File: src/rtl/encoder_angle_tracker_macros.svh
// Assertion macros used by the angle tracker top module.
// Depends on nothing; included by the files that carry checks.
`ifndef ENCODER_ANGLE_TRACKER_MACROS_SVH
`define ENCODER_ANGLE_TRACKER_MACROS_SVH

// Same-cycle implication, disabled while reset is high.
`define EAT_ASSERT_IMP(label, clk, rst, ante, cons) \
  label: assert property (@(posedge clk) disable iff (rst) (ante) |-> (cons)) \
    else $error("encoder_angle_tracker: same-cycle check failed");

// Next-cycle implication, disabled while reset is high.
`define EAT_ASSERT_NXT(label, clk, rst, ante, cons) \
  label: assert property (@(posedge clk) disable iff (rst) (ante) |=> (cons)) \
    else $error("encoder_angle_tracker: next-cycle check failed");

`endif

File: src/rtl/eat_pkg.sv
// Shared constants, codes and types of the encoder angle tracker.
// Depends on nothing; used by every module of the block.
package eat_pkg;

  localparam int EAT_ANGLE_BITS       = 12;
  localparam int EAT_TICKS_PER_SECOND = 1000000;

  localparam int RAW_W     = 12;
  localparam int TIME_W    = 32;
  localparam int POS_W     = 32;
  localparam int OFF_W     = 12;
  localparam int ALPHA_W   = 17;
  localparam int DBAND_W   = 31;
  localparam int CFG_W     = 31;
  localparam int CFG_IDX_W = 2;
  localparam int REQ_W     = 2;
  localparam int S_DATA_W  = 80;
  localparam int S_USER_W  = 2;
  localparam int M_DATA_W  = 80;
  localparam int Q16_FRAC  = 16;
  localparam int Q16_HALF  = 32768;

  localparam logic [ALPHA_W-1:0] Q16_ONE     = 17'h10000;
  localparam logic [ALPHA_W-1:0] ALPHA_RESET = 17'h08000;

  localparam logic [REQ_W-1:0] REQ_PRIME  = 2'd0;
  localparam logic [REQ_W-1:0] REQ_UPDATE = 2'd1;
  localparam logic [REQ_W-1:0] REQ_SET    = 2'd2;

  localparam logic [CFG_IDX_W-1:0] CFG_ZERO_OFFSET = 2'd0;
  localparam logic [CFG_IDX_W-1:0] CFG_DIRECTION   = 2'd1;
  localparam logic [CFG_IDX_W-1:0] CFG_ALPHA       = 2'd2;
  localparam logic [CFG_IDX_W-1:0] CFG_DEADBAND    = 2'd3;

  typedef struct packed {
    logic busy;
    logic done;
  } eat_unit_status_t;

endpackage

File: src/rtl/eat_sdiv.sv
// Bit-serial restoring divider, one quotient bit per cycle.
// Depends on eat_pkg for the status type.
module eat_sdiv import eat_pkg::*; #(
  parameter int NW = 31,
  parameter int DW = TIME_W
) (
  input  logic             clk,
  input  logic             rst,
  input  logic             start,
  input  logic [NW-1:0]    dividend,
  input  logic [DW-1:0]    divisor,
  output logic [NW-1:0]    quotient,
  output eat_unit_status_t status
);

  localparam int CW = $clog2(NW + 1);

  logic [DW-1:0] rem;
  logic [NW-1:0] quo;
  logic [DW-1:0] dvs;
  logic [CW-1:0] cnt;
  logic          busy;
  logic          done;
  logic [DW+1:0] trial;
  logic          ge;

  assign trial = {1'b0, rem, quo[NW-1]} - {2'b00, dvs};
  assign ge    = !trial[DW+1];

  always_ff @(posedge clk) begin
    if (rst) begin
      busy <= 1'b0;
      done <= 1'b0;
      cnt  <= '0;
    end else begin
      done <= 1'b0;
      if (start) begin
        busy <= 1'b1;
        cnt  <= CW'(NW);
      end else if (busy) begin
        cnt <= cnt - CW'(1);
        if (cnt == CW'(1)) begin
          busy <= 1'b0;
          done <= 1'b1;
        end
      end
    end
  end

  always_ff @(posedge clk) begin
    if (start) begin
      quo <= dividend;
      rem <= '0;
      dvs <= divisor;
    end else if (busy) begin
      rem <= ge ? trial[DW-1:0] : {rem[DW-2:0], quo[NW-1]};
      quo <= {quo[NW-2:0], ge};
    end
  end

  assign quotient    = quo;
  assign status.busy = busy;
  assign status.done = done;

endmodule

File: src/rtl/eat_sfilt.sv
// Exponential velocity filter with a shift-add multiply over the alpha bits.
// Depends on eat_pkg for widths, Q16 constants and the status type.
module eat_sfilt import eat_pkg::*; #(
  parameter int RW = 32
) (
  input  logic                    clk,
  input  logic                    rst,
  input  logic                    start,
  input  logic signed [RW-1:0]    raw_vel,
  input  logic signed [POS_W-1:0] old_vel,
  input  logic [ALPHA_W-1:0]      alpha,
  output logic signed [POS_W-1:0] vel,
  output eat_unit_status_t        status
);

  localparam int DFW = ((RW > POS_W) ? RW : POS_W) + 1;
  localparam int PRW = DFW + ALPHA_W;
  localparam int SW  = PRW + 1;
  localparam int YW  = SW - Q16_FRAC;
  localparam int CW  = $clog2(ALPHA_W + 1);
  localparam logic signed [YW-1:0] Y_MAX = YW'(2147483647);
  localparam logic signed [YW-1:0] Y_MIN = -Y_MAX - YW'(1);

  logic signed [DFW-1:0]   diff;
  logic [ALPHA_W-1:0]      abits;
  logic signed [PRW-1:0]   acc;
  logic signed [PRW-1:0]   addend;
  logic signed [POS_W-1:0] vold;
  logic [CW-1:0]           cnt;
  logic                    busy;
  logic                    done;
  logic signed [SW-1:0]    sum;
  logic signed [YW-1:0]    y;
  logic signed [POS_W-1:0] y_sat;

  // Result is vold + alpha * (raw - vold) / 2^16, rounded half up.
  assign addend = abits[ALPHA_W-1] ? PRW'(diff) : PRW'(0);
  assign sum    = SW'(acc) + (SW'(vold) <<< Q16_FRAC) + SW'(Q16_HALF);
  assign y      = $signed(sum[SW-1:Q16_FRAC]);

  always_comb begin
    if (y > Y_MAX) begin
      y_sat = 32'sh7FFFFFFF;
    end else if (y < Y_MIN) begin
      y_sat = 32'sh80000000;
    end else begin
      y_sat = y[POS_W-1:0];
    end
  end

  always_ff @(posedge clk) begin
    if (rst) begin
      busy <= 1'b0;
      done <= 1'b0;
      cnt  <= '0;
    end else begin
      done <= 1'b0;
      if (start) begin
        busy <= 1'b1;
        cnt  <= CW'(ALPHA_W);
      end else if (busy) begin
        if (cnt != '0) begin
          cnt <= cnt - CW'(1);
        end else begin
          busy <= 1'b0;
          done <= 1'b1;
        end
      end
    end
  end

  always_ff @(posedge clk) begin
    if (start) begin
      diff  <= DFW'(raw_vel) - DFW'(old_vel);
      abits <= (alpha > Q16_ONE) ? Q16_ONE : alpha;
      acc   <= '0;
      vold  <= old_vel;
    end else if (busy) begin
      if (cnt != '0) begin
        acc   <= (acc <<< 1) + addend;
        abits <= {abits[ALPHA_W-2:0], 1'b0};
      end else begin
        vel <= y_sat;
      end
    end
  end

  assign status.busy = busy;
  assign status.done = done;

endmodule

File: src/rtl/encoder_angle_tracker.sv
// Multi-turn position and filtered velocity tracker for an absolute angle sensor.
// Depends on eat_pkg, eat_sdiv, eat_sfilt and encoder_angle_tracker_macros.svh.
//
// The sensor side delivers one word per sample on s_tvalid/s_tready: the
// request kind in s_tuser and the angle, elapsed ticks and target in s_tdata.
// Each word yields exactly one result word on m_tvalid/m_tready with the
// position, the filtered velocity and the offset found by a set request.
// The block holds one request at a time. Prime, set, the unused kind, and
// an update with zero elapsed time go from idle straight to the finish
// state, which loads the result into the output register; the next word
// is taken only once the block is back in idle. An update with nonzero
// elapsed time forms the velocity through a bit-serial divider, one quotient
// bit per cycle over ANGLE_BITS-1+clog2(TICKS_PER_SECOND+1) bits, and a
// 17-step shift-add filter multiply before it reaches the finish state.
// The result sits in an output register; while the receiver stalls, the
// next word is still taken and worked on, and only its result waits.
// Synchronous reset clears position, velocity, last angle, offset,
// direction and deadband, sets alpha to ALPHA_RESET, drops any pending result.
`include "encoder_angle_tracker_macros.svh"
module encoder_angle_tracker import eat_pkg::*; #(
  parameter int ANGLE_BITS       = EAT_ANGLE_BITS,
  parameter int TICKS_PER_SECOND = EAT_TICKS_PER_SECOND
) (
  input  logic                 clk,
  input  logic                 rst,
  input  logic                 s_tvalid,
  output logic                 s_tready,
  input  logic [S_DATA_W-1:0]  s_tdata,   // sensor_angle, elapsed_us, target_position
  input  logic [S_USER_W-1:0]  s_tuser,   // req_type
  output logic                 m_tvalid,
  input  logic                 m_tready,
  output logic [M_DATA_W-1:0]  m_tdata,   // position, velocity, new_offset
  input  logic                 cfg_we,
  input  logic [CFG_IDX_W-1:0] cfg_index,
  input  logic [CFG_W-1:0]     cfg_data
);

  localparam int AW    = ANGLE_BITS;
  localparam int TPS_W = $clog2(TICKS_PER_SECOND + 1);
  localparam int MW    = AW + TPS_W;
  localparam int PW    = MW - 1;
  localparam int RW    = PW + 1;
  localparam int DBW   = (PW > DBAND_W) ? PW : DBAND_W;
  localparam int EW    = ((AW > RAW_W) ? AW : RAW_W) + 2;
  localparam int HALF  = 1 << (AW - 1);
  localparam int TURN  = 1 << AW;
  localparam int PAD_W = M_DATA_W - 2 * POS_W - OFF_W;

  localparam logic signed [AW+1:0] HALF_D = (AW + 2)'(HALF);
  localparam logic signed [AW+1:0] TURN_D = (AW + 2)'(TURN);
  localparam logic signed [EW-1:0] HALF_E = EW'(HALF);
  localparam logic signed [EW-1:0] TURN_E = EW'(TURN);

  localparam logic [2:0] ST_IDLE   = 3'd0;
  localparam logic [2:0] ST_MUL    = 3'd1;
  localparam logic [2:0] ST_DIV    = 3'd2;
  localparam logic [2:0] ST_FSTART = 3'd3;
  localparam logic [2:0] ST_FILT   = 3'd4;
  localparam logic [2:0] ST_FIN    = 3'd5;

  logic [2:0] state;

  logic signed [RAW_W-1:0] zero_offset;
  logic                    direction_negative;
  logic [ALPHA_W-1:0]      smoothing_alpha;
  logic [DBAND_W-1:0]      velocity_deadband;

  logic [AW-1:0]           last_angle;
  logic [POS_W-1:0]        accumulated_position;
  logic signed [POS_W-1:0] filtered_velocity;

  logic [REQ_W-1:0]  item_req;
  logic [AW-1:0]     item_raw;
  logic [TIME_W-1:0] item_elapsed;
  logic [POS_W-1:0]  item_target;
  logic signed [AW:0] d_reg;
  logic              vel_upd;
  logic signed [RW-1:0] rv_reg;

  logic [POS_W-1:0]        out_pos;
  logic signed [POS_W-1:0] out_vel;
  logic [OFF_W-1:0]        out_off;

  logic [RAW_W-1:0]  in_raw;
  logic [TIME_W-1:0] in_elapsed;
  logic [POS_W-1:0]  in_target;
  logic [REQ_W-1:0]  in_req;
  logic              in_timed;
  logic [AW-1:0]     raw_a;
  logic signed [AW+1:0] dd;
  logic signed [AW+1:0] dw;
  logic signed [AW+1:0] dn;

  logic [AW-1:0]     d_mag;
  logic [MW-1:0]     prod;
  logic [PW-1:0]     quo;
  logic              below_band;
  logic signed [RW-1:0] rv_next;

  logic signed [EW-1:0] sa;
  logic signed [EW-1:0] c0;
  logic signed [EW-1:0] cw;
  logic signed [EW-1:0] cp;
  logic [AW-1:0]        m_off;
  logic signed [EW-1:0] off_e;

  logic [POS_W-1:0]        pos_next;
  logic signed [POS_W-1:0] vel_next;
  logic [OFF_W-1:0]        off_next;
  logic                    accept;
  logic                    out_free;
  logic                    div_start;
  logic                    filt_start;
  logic signed [POS_W-1:0] filt_vel;
  eat_unit_status_t        div_st;
  eat_unit_status_t        filt_st;

  assign in_raw     = s_tdata[RAW_W-1:0];
  assign in_elapsed = s_tdata[RAW_W +: TIME_W];
  assign in_target  = s_tdata[RAW_W + TIME_W +: POS_W];
  assign in_req     = s_tuser;
  assign in_timed   = (in_req == REQ_UPDATE) && (in_elapsed != '0);

  assign s_tready   = (state == ST_IDLE);
  assign accept     = s_tvalid && s_tready;
  assign out_free   = !m_tvalid || m_tready;
  assign div_start  = (state == ST_MUL);
  assign filt_start = (state == ST_FSTART);

  // Angle step since the last sample, wrapped to half a turn.
  assign raw_a = AW'(in_raw);
  assign dd    = $signed({2'b00, raw_a}) - $signed({2'b00, last_angle});

  always_comb begin
    if (dd > HALF_D) begin
      dw = dd - TURN_D;
    end else if (dd < -HALF_D) begin
      dw = dd + TURN_D;
    end else begin
      dw = dd;
    end
  end

  assign dn = direction_negative ? -dw : dw;

  assign d_mag = d_reg[AW] ? AW'(-d_reg) : AW'(d_reg);
  assign prod  = MW'(d_mag) * MW'(TICKS_PER_SECOND);

  eat_sdiv #(
    .NW(PW),
    .DW(TIME_W)
  ) u_div (
    .clk     (clk),
    .rst     (rst),
    .start   (div_start),
    .dividend(prod[PW-1:0]),
    .divisor (item_elapsed),
    .quotient(quo),
    .status  (div_st)
  );

  assign below_band = DBW'(quo) < DBW'(velocity_deadband);
  assign rv_next    = below_band ? '0 :
                      (d_reg[AW] ? -$signed({1'b0, quo}) : $signed({1'b0, quo}));

  eat_sfilt #(
    .RW(RW)
  ) u_filt (
    .clk    (clk),
    .rst    (rst),
    .start  (filt_start),
    .raw_vel(rv_reg),
    .old_vel(filtered_velocity),
    .alpha  (smoothing_alpha),
    .vel    (filt_vel),
    .status (filt_st)
  );

  // Prime: signed angle less the stored offset, wrapped once, then directed.
  assign sa = (item_raw > AW'(HALF)) ? $signed(EW'(item_raw)) - TURN_E
                                     : $signed(EW'(item_raw));
  assign c0 = sa - EW'(zero_offset);

  always_comb begin
    if (c0 > HALF_E) begin
      cw = c0 - TURN_E;
    end else if (c0 < -HALF_E) begin
      cw = c0 + TURN_E;
    end else begin
      cw = c0;
    end
  end

  assign cp = direction_negative ? -cw : cw;

  assign m_off = item_raw - item_target[AW-1:0];
  assign off_e = EW'($signed(m_off));

  always_comb begin
    pos_next = accumulated_position;
    vel_next = filtered_velocity;
    off_next = '0;
    case (item_req)
      REQ_PRIME: begin
        pos_next = POS_W'(cp);
        vel_next = '0;
      end
      REQ_UPDATE: begin
        pos_next = accumulated_position + POS_W'(d_reg);
        if (vel_upd) begin
          vel_next = filt_vel;
        end
      end
      REQ_SET: begin
        pos_next = item_target;
        off_next = off_e[OFF_W-1:0];
      end
      default: begin
        off_next = '0;
      end
    endcase
  end

  always_ff @(posedge clk) begin
    if (rst) begin
      zero_offset        <= '0;
      direction_negative <= 1'b0;
      smoothing_alpha    <= ALPHA_RESET;
      velocity_deadband  <= '0;
    end else if (cfg_we) begin
      case (cfg_index)
        CFG_ZERO_OFFSET: zero_offset        <= cfg_data[RAW_W-1:0];
        CFG_DIRECTION:   direction_negative <= cfg_data[0];
        CFG_ALPHA:       smoothing_alpha    <= cfg_data[ALPHA_W-1:0];
        CFG_DEADBAND:    velocity_deadband  <= cfg_data[DBAND_W-1:0];
        default: begin
        end
      endcase
    end
  end

  always_ff @(posedge clk) begin
    if (rst) begin
      state                <= ST_IDLE;
      m_tvalid             <= 1'b0;
      last_angle           <= '0;
      accumulated_position <= '0;
      filtered_velocity    <= '0;
    end else begin
      if (state == ST_FIN && out_free) begin
        m_tvalid <= 1'b1;
      end else if (m_tvalid && m_tready) begin
        m_tvalid <= 1'b0;
      end
      case (state)
        ST_IDLE: begin
          if (accept) begin
            state <= in_timed ? ST_MUL : ST_FIN;
          end
        end
        ST_MUL: begin
          state <= ST_DIV;
        end
        ST_DIV: begin
          if (div_st.done) begin
            state <= ST_FSTART;
          end
        end
        ST_FSTART: begin
          state <= ST_FILT;
        end
        ST_FILT: begin
          if (filt_st.done) begin
            state <= ST_FIN;
          end
        end
        ST_FIN: begin
          if (out_free) begin
            accumulated_position <= pos_next;
            filtered_velocity    <= vel_next;
            if (item_req == REQ_PRIME || item_req == REQ_UPDATE || item_req == REQ_SET) begin
              last_angle <= item_raw;
            end
            state <= ST_IDLE;
          end
        end
        default: begin
          state <= ST_IDLE;
        end
      endcase
    end
  end

  always_ff @(posedge clk) begin
    if (accept) begin
      item_req     <= in_req;
      item_raw     <= raw_a;
      item_elapsed <= in_elapsed;
      item_target  <= in_target;
      d_reg        <= dn[AW:0];
      vel_upd      <= in_timed;
    end
    if (state == ST_DIV && div_st.done) begin
      rv_reg <= rv_next;
    end
    if (state == ST_FIN && out_free) begin
      out_pos <= pos_next;
      out_vel <= vel_next;
      out_off <= off_next;
    end
  end

  assign m_tdata = {{PAD_W{1'b0}}, out_off, out_vel, out_pos};

  `EAT_ASSERT_NXT(a_one_item, clk, rst, accept, !s_tready)
  `EAT_ASSERT_IMP(a_units_exclusive, clk, rst, div_st.busy, !filt_st.busy)
  `EAT_ASSERT_IMP(a_idle_units_quiet, clk, rst, s_tready, !div_st.busy && !filt_st.busy)
  `EAT_ASSERT_IMP(a_filter_timed_only, clk, rst, filt_start,
                  item_req == REQ_UPDATE && item_elapsed != '0)

endmodule
File: config.mk
export PLATFORM = sky130hd
export DESIGN_NAME = encoder_angle_tracker
export DESIGN_NICKNAME = d
export VERILOG_FILES = /design/src/rtl/eat_pkg.sv /design/src/rtl/eat_sdiv.sv /design/src/rtl/eat_sfilt.sv /design/src/rtl/encoder_angle_tracker.sv
export VERILOG_INCLUDE_DIRS = /design/src /design/src/rtl
export SDC_FILE = /design/constraint.sdc
export NUM_CORES = 2
export LEC_CHECK = 0
export BUFFER_PORTS_ARGS = -buffer_cell sky130_fd_sc_hd__clkbuf_2
export CORE_MARGIN = 3
export CORE_UTILIZATION = 25
export DETAILED_ROUTE_END_ITERATION = 10
export SYNTH_ARGS = -nofsm -noshare
export SYNTH_HDL_FRONTEND = slang
export SYNTH_SLANG_ARGS = --single-unit
File: constraint.sdc
create_clock -name clk -period 6.35 [get_ports clk]
set_clock_uncertainty 0.1 [all_clocks]
set_input_delay 1.905 -clock clk [delete_from_list [all_inputs] [get_ports clk]]
set_output_delay 1.905 -clock clk [all_outputs]
set_load 0.05 [all_outputs]
### Word level (Yosys, flattened, before mapping)

Cells that the tools add are included.
W data, S select, Z words.

* bits in latches: 0
* logic and storage cells: 162
* output and inout bits: 82
* input bits: 120
* ROM bits: 0
* memories: 0
* memory bits (writable): 0
* register bits: 614

* multiply operators: 1
* equality and inequality tests: 16
* multiplexer cells: 42
* divide/modulo/power cells: 0
* order comparisons: 9
* $add $sub $neg: 20
* bitwise gates (word level): 5
* reductions and logical operators: 33
* shift-type cells: 0

Operators by type and width (count)
* $mux W32: 3
* $pmux W32 S3: 1
* $mux W31: 3
* $mux W17: 4
* $pmux W32 S2: 1
* $mux W14: 4
* $add A50 B48 Y51: 1
* $add A51 B17 Y51 const B: 1
* $add A50 B50 Y50: 1
* $mux W50: 1
* $mux W13: 3
* $gt A35 B32 Y1 const B: 1
* $lt A35 B32 Y1 const B: 1
* $sub A33 B32 Y34: 1
* $sub A32 B32 Y33: 1
* $add A32 B32 Y32: 1
* $neg A31 Y32: 1
* $reduce_bool A32 Y1: 1
* $lt A31 B31 Y1: 1
* $mul A12 B14 Y25 const B: 1
* $mux W5: 5
* $pmux W3 S6: 1
* $gt A17 B17 Y1 const B: 1
* $mux W3: 5
* other kinds (40): 82

### Logic depth before layout (Yosys ltp)

* depth after elaboration: 9
* depth in mapped cells: 25
* gate-level depth less buffers: 25

### Modules after synthesis

Synthesis repeated with hierarchy kept, for this count alone.

* cell total of the unflattened synthesis: 4016
* area total of the unflattened synthesis: 38603.3 µm²

By module, submodules not included
* encoder_angle_tracker: area an instance 20343.3 µm², seq. area each 8828.5 µm², instances 1, cells each 2116
* eat_sfilt: area an instance 12478.2 µm², seq. area each 4564.4 µm², instances 1, cells each 1343
* eat_sdiv: area an instance 5781.8 µm², seq. area each 2672.6 µm², instances 1, cells each 557

### Worst setup path before layout

OpenSTA, ideal clock, no wires.

* path type: flip-flop to flip-flop
* start point: reg d_reg[0]
* end point: reg u_div.quo[30] (netlist: u_div.quotient[30]), data pin
* clock period less this slack: 6310 ps
* required time: 5985 ps
* setup time: 265 ps
* arrival: 5944 ps
* path slack: 40 ps
* buffers on the path: 0
* stages on the path, launching flop included: 26
* cell sequence: edfxtp_1 > inv_1 > ha_1 > or3b_2 > or2_2 > o21ai_0 > xor2_1 > inv_1 > ha_1 > inv_1 > fa_1 > fa_1 > inv_1 > ha_1 > ha_1 > a21oi_1 > o221a_2 > o41ai_1 > a21oi_1 > o211ai_1 > a31oi_1 > o21ai_1 > or4_1 > a31oi_1 > xnor2_1 > o21ai_1

* word-level cells in the longest chain between the ends: 4

RTL lines
* start, declared: line encoder_angle_tracker.sv:76 `logic signed [AW:0] d_reg;`
* start signal, assigned: line encoder_angle_tracker.sv:300 `d_reg <= dn[AW:0];`
* $neg A12 Y12: line encoder_angle_tracker.sv:146 `assign d_mag = d_reg[AW] ? AW'(-d_reg) : AW'(d_reg);`
* $mux W12 *: line encoder_angle_tracker.sv:146
* $mul A12 B14 Y25 *: line encoder_angle_tracker.sv:147 `assign prod = MW'(d_mag) * MW'(TICKS_PER_SECOND);`
* $mux W31 *: line eat_sdiv.sv:51 `if (start) begin`
* end signal, assigned: line eat_sdiv.sv:52 `quo <= dividend;`
* end signal, assigned: line eat_sdiv.sv:57 `quo <= {quo[NW-2:0], ge};`
* end, declared: line eat_sdiv.sv:19 `logic [NW-1:0] quo;`

Mark *: on every way between the ends. The rest lies on a longest branch, timed or not.
A chain may end at the register's enable or synchronous reset.

### Worst setup path in the final report

* start point: reg d_reg[3]
* end point: reg u_div.quo[30] (netlist: u_div.quotient[30]), data pin

The elaborated chain is that of the path after synthesis.

==> impl_metrics.env <==
export IMPL_hold_path_class="flip-flop to flip-flop"
export IMPL_die_area_um2=154000
export IMPL_ys_ff_latch=614
export IMPL_cts_tree="yes"
export IMPL_yosys_warnings=0
export IMPL_reg2reg_to="u_div.quotient[30]$_DFFE_PP_"
export IMPL_die_h_um=392
export IMPL_worstRegToRegCells=23
export IMPL_synth_flop_cell="edfxtp_1"
export IMPL_place_congestion=0.860
export IMPL_synth_top_cell_area_share=0.299
export IMPL_clk_pin_slew_ns=0.06
export IMPL_remaining_drc_errors=0
export IMPL_synth_area_um2=37300
export IMPL_hold_buffers=0
export IMPL_num_vias=29244
export IMPL_hpwlAfterDp_um=76600
export IMPL_cts_root_buffer="clkbuf_16"
export IMPL_whs_ns=0.316
export IMPL_reg_largest_list="u_filt.acc (50), u_filt.diff (33)"
export IMPL_wirelength_um=102000
export IMPL_num_rows=141
export IMPL_avgViaCountPerCell=4.78
export IMPL_min_period_ns=6.10
export IMPL_maxCapViolations=0
export IMPL_holdPathEnd="u_div.dvs[19]$_DFFE_PP_"
export IMPL_yosysSeqAreaShare=0.429
export IMPL_layout_common_cells="453 x nand2_1, 397 x a21oi_1, 371 x edfxtp_1, 327 x ha_1, 286 x inv_1"
export IMPL_ctsHtreeMaxLevel=3
export IMPL_required_ns=6.63
export IMPL_finalMaxSlewViolations=0
export IMPL_drive_gt1_frac=0.103
export IMPL_antenna_found_initial=9
export IMPL_grt_pass1_wl_um=158000
export IMPL_avgSynthCellArea_um2=9.45
export IMPL_dr_first_iter_drc_count=2064
export IMPL_overflow=0
export IMPL_area_growth_pct=15.5
export IMPL_grt_max_degree=61
export IMPL_clockBufferDepth=3
export IMPL_path_class="flip-flop to flip-flop"
export IMPL_wl_per_cell_um=16.7
export IMPL_cts_buffers=69
export IMPL_whs_path_depth=0
export IMPL_worstSetupEndpointType="flip-flop"
export IMPL_clock_sinks=614
export IMPL_ant_nets=0
export IMPL_grt_usage=0.130
export IMPL_synth_distinct_cells=90
export IMPL_final_common_cell="nand2_1"
export IMPL_regMostFlops="u_filt.acc"
export IMPL_largest_reg_flops=50
export IMPL_rrSetupSlack_ns=0.25
export IMPL_cp_start_kind="flip-flop"
export IMPL_yosys_area_top_type="edfxtp_1"
export IMPL_final_nets=4617
export IMPL_status="complete, no violations"
export IMPL_initial_core_util=0.252
export IMPL_clock_latency_ns=0.66
export IMPL_drt_first_pass_iters=5
export IMPL_port_buffers=193
export IMPL_setup_viol=0
export IMPL_path_max_fanout=3
export IMPL_synth_cells=3945
export IMPL_r2r_start="d_reg[3]$_DFFE_PP_"
export IMPL_cp_arrival_ns=6.38
export IMPL_fin_setup_tns_ns=0
export IMPL_synth_enable_flop_cells=371
export IMPL_tightestPinTransition_ns=1.22
export IMPL_fin_crit_sh=0.961
export IMPL_fmax_ghz=0.164
export IMPL_max_slew_margin=0.183
export IMPL_die_x_um=392
export IMPL_finalHoldViolCount=0
export IMPL_rsz0062_at_grt="yes"
export IMPL_grt_pass1_vias=27798
export IMPL_hp_start="item_elapsed[19]$_DFFE_PP_"
export IMPL_synthArstFlopShare=0
export IMPL_coreArea_um2=148000
export IMPL_ios=202
export IMPL_synthTopCellsByArea="edfxtp_1 30%, dfxtp_1 13%, ha_1 11%"
-- through the flow --
| step | instances | util | worst slack (ns) | cell area, um2 |
|---|---|---|---|---|
| floorplan | 3948 | - | 0.0404 | 37300 |
| global route | 6111 | 0.291 | -0.0475 | 43000 |
| CTS | 6109 | 0.290 | 0.000831 | 42900 |
| finish | 6113 | 0.291 | 0.248 | 43100 |
| detailed placement | 5981 | 0.274 | -0.157 | 40600 |
| global placement | 5981 | 0.274 | -0.0265 | 40600 |
-- cell usage after synthesis, types with 7 or more instances --
cell type / count
a211oi_1: 37
or3_1: 21
nand4_1: 23
clkbuf_1: 113
or2_2: 14
nand3_1: 58
nor3_1: 49
o211ai_1: 13
edfxtp_1: 371
xor2_1: 103
and3_1: 21
o21ai_1: 81
a22o_1: 52
a21o_1: 99
nand2b_1: 49
o221ai_1: 7
nor3b_1: 9
o21ai_0: 217
nand2_1: 453
nor4_1: 23
nand3b_1: 7
xnor2_1: 161
and2_1: 47
dfxtp_1: 243
buf_1: 18
inv_1: 291
o21bai_1: 30
o31ai_1: 19
ha_1: 331
nor2_1: 258
nor2b_1: 35
a221oi_1: 8
a31oi_1: 32
mux2i_1: 32
a21oi_1: 399
fa_1: 41
o22ai_1: 12
o21a_1: 32
o41ai_1: 12
-- critical path, cell delays in order, from the launching register on --
cell	delay [ns]
edfxtp_1	0.38
or3_4	0.40
or3b_4	0.40
or2_4	0.29
o21ai_4	0.16
xnor2_2	0.14
ha_2	0.18
inv_1	0.05
fa_1	0.48
fa_1	0.51
inv_2	0.04
fa_1	0.55
ha_4	0.23
nand2_1	0.09
o221a_2	0.19
o41ai_2	0.07
a21oi_2	0.16
o211ai_1	0.18
a31oi_1	0.25
o21ai_1	0.10
or4_1	0.52
a31oi_2	0.16
xnor2_1	0.14
o21ai_1	0.07
-- per-layer routing --
layer  vias up  track usage  part of all wire
li1      14461            -                 -
met1     13965        0.176              0.46
met2       672        0.209              0.45
met3       142       0.0224             0.055
met4         4       0.0448             0.031
met5         -            0           0.00026
-- repair_timing --
action                     4_1_cts  5_1_grt
setup endpoints to repair        1        4
gates resized for setup          2       27
pin swaps                        2       22
buffers inserted                 1        2
-- logic make-up after synthesis --
kind of cell / after synthesis / share of synthesized area
buffers and inverters: 437 / 0.0452
AOI/OAI and AO/OA: 1125 / 0.186
adders and majority gates: 373 / 0.133
and+or+nand+nor: 1096 / 0.135
muxes: 35 / 0.00950
DFF: 614 / 0.429
xor gates and xnor gates: 264 / 0.0620
other: 1 / 0.000101
-- layout make-up --
type | count | area [um2]
fillers | 15392 | 105000
multi-input cells | 2897 | 19800
flip-flops and latches | 614 | 16000
well taps | 1930 | 2410
clock buffers | 86 | 1830
repair buffers | 250 | 1400
inverters | 293 | 1110
clock inverters | 41 | 463
diodes | 2 | 5.00
-- how the worst max path moves through the flow --
stage                  startpoint  slack, ns                           end  depth (start not counted)
6_report       d_reg[3]$_DFFE_PP_       0.25  u_div.quotient[30]$_DFFE_PP_                         23
5_1_grt        d_reg[3]$_DFFE_PP_      -0.05  u_div.quotient[30]$_DFFE_PP_                         23
4_1_cts        d_reg[4]$_DFFE_PP_     0.0008  u_div.quotient[30]$_DFFE_PP_                         24
3_5_place_dp   d_reg[4]$_DFFE_PP_      -0.16  u_div.quotient[30]$_DFFE_PP_                         24
3_3_place_gp   d_reg[4]$_DFFE_PP_      -0.03  u_div.quotient[30]$_DFFE_PP_                         24
2_1_floorplan  d_reg[0]$_DFFE_PP_       0.04  u_div.quotient[30]$_DFFE_PP_                         25
Power is not shown: default switching activity piles up to over one toggle a cycle in this logic, so the estimate is an artifact.
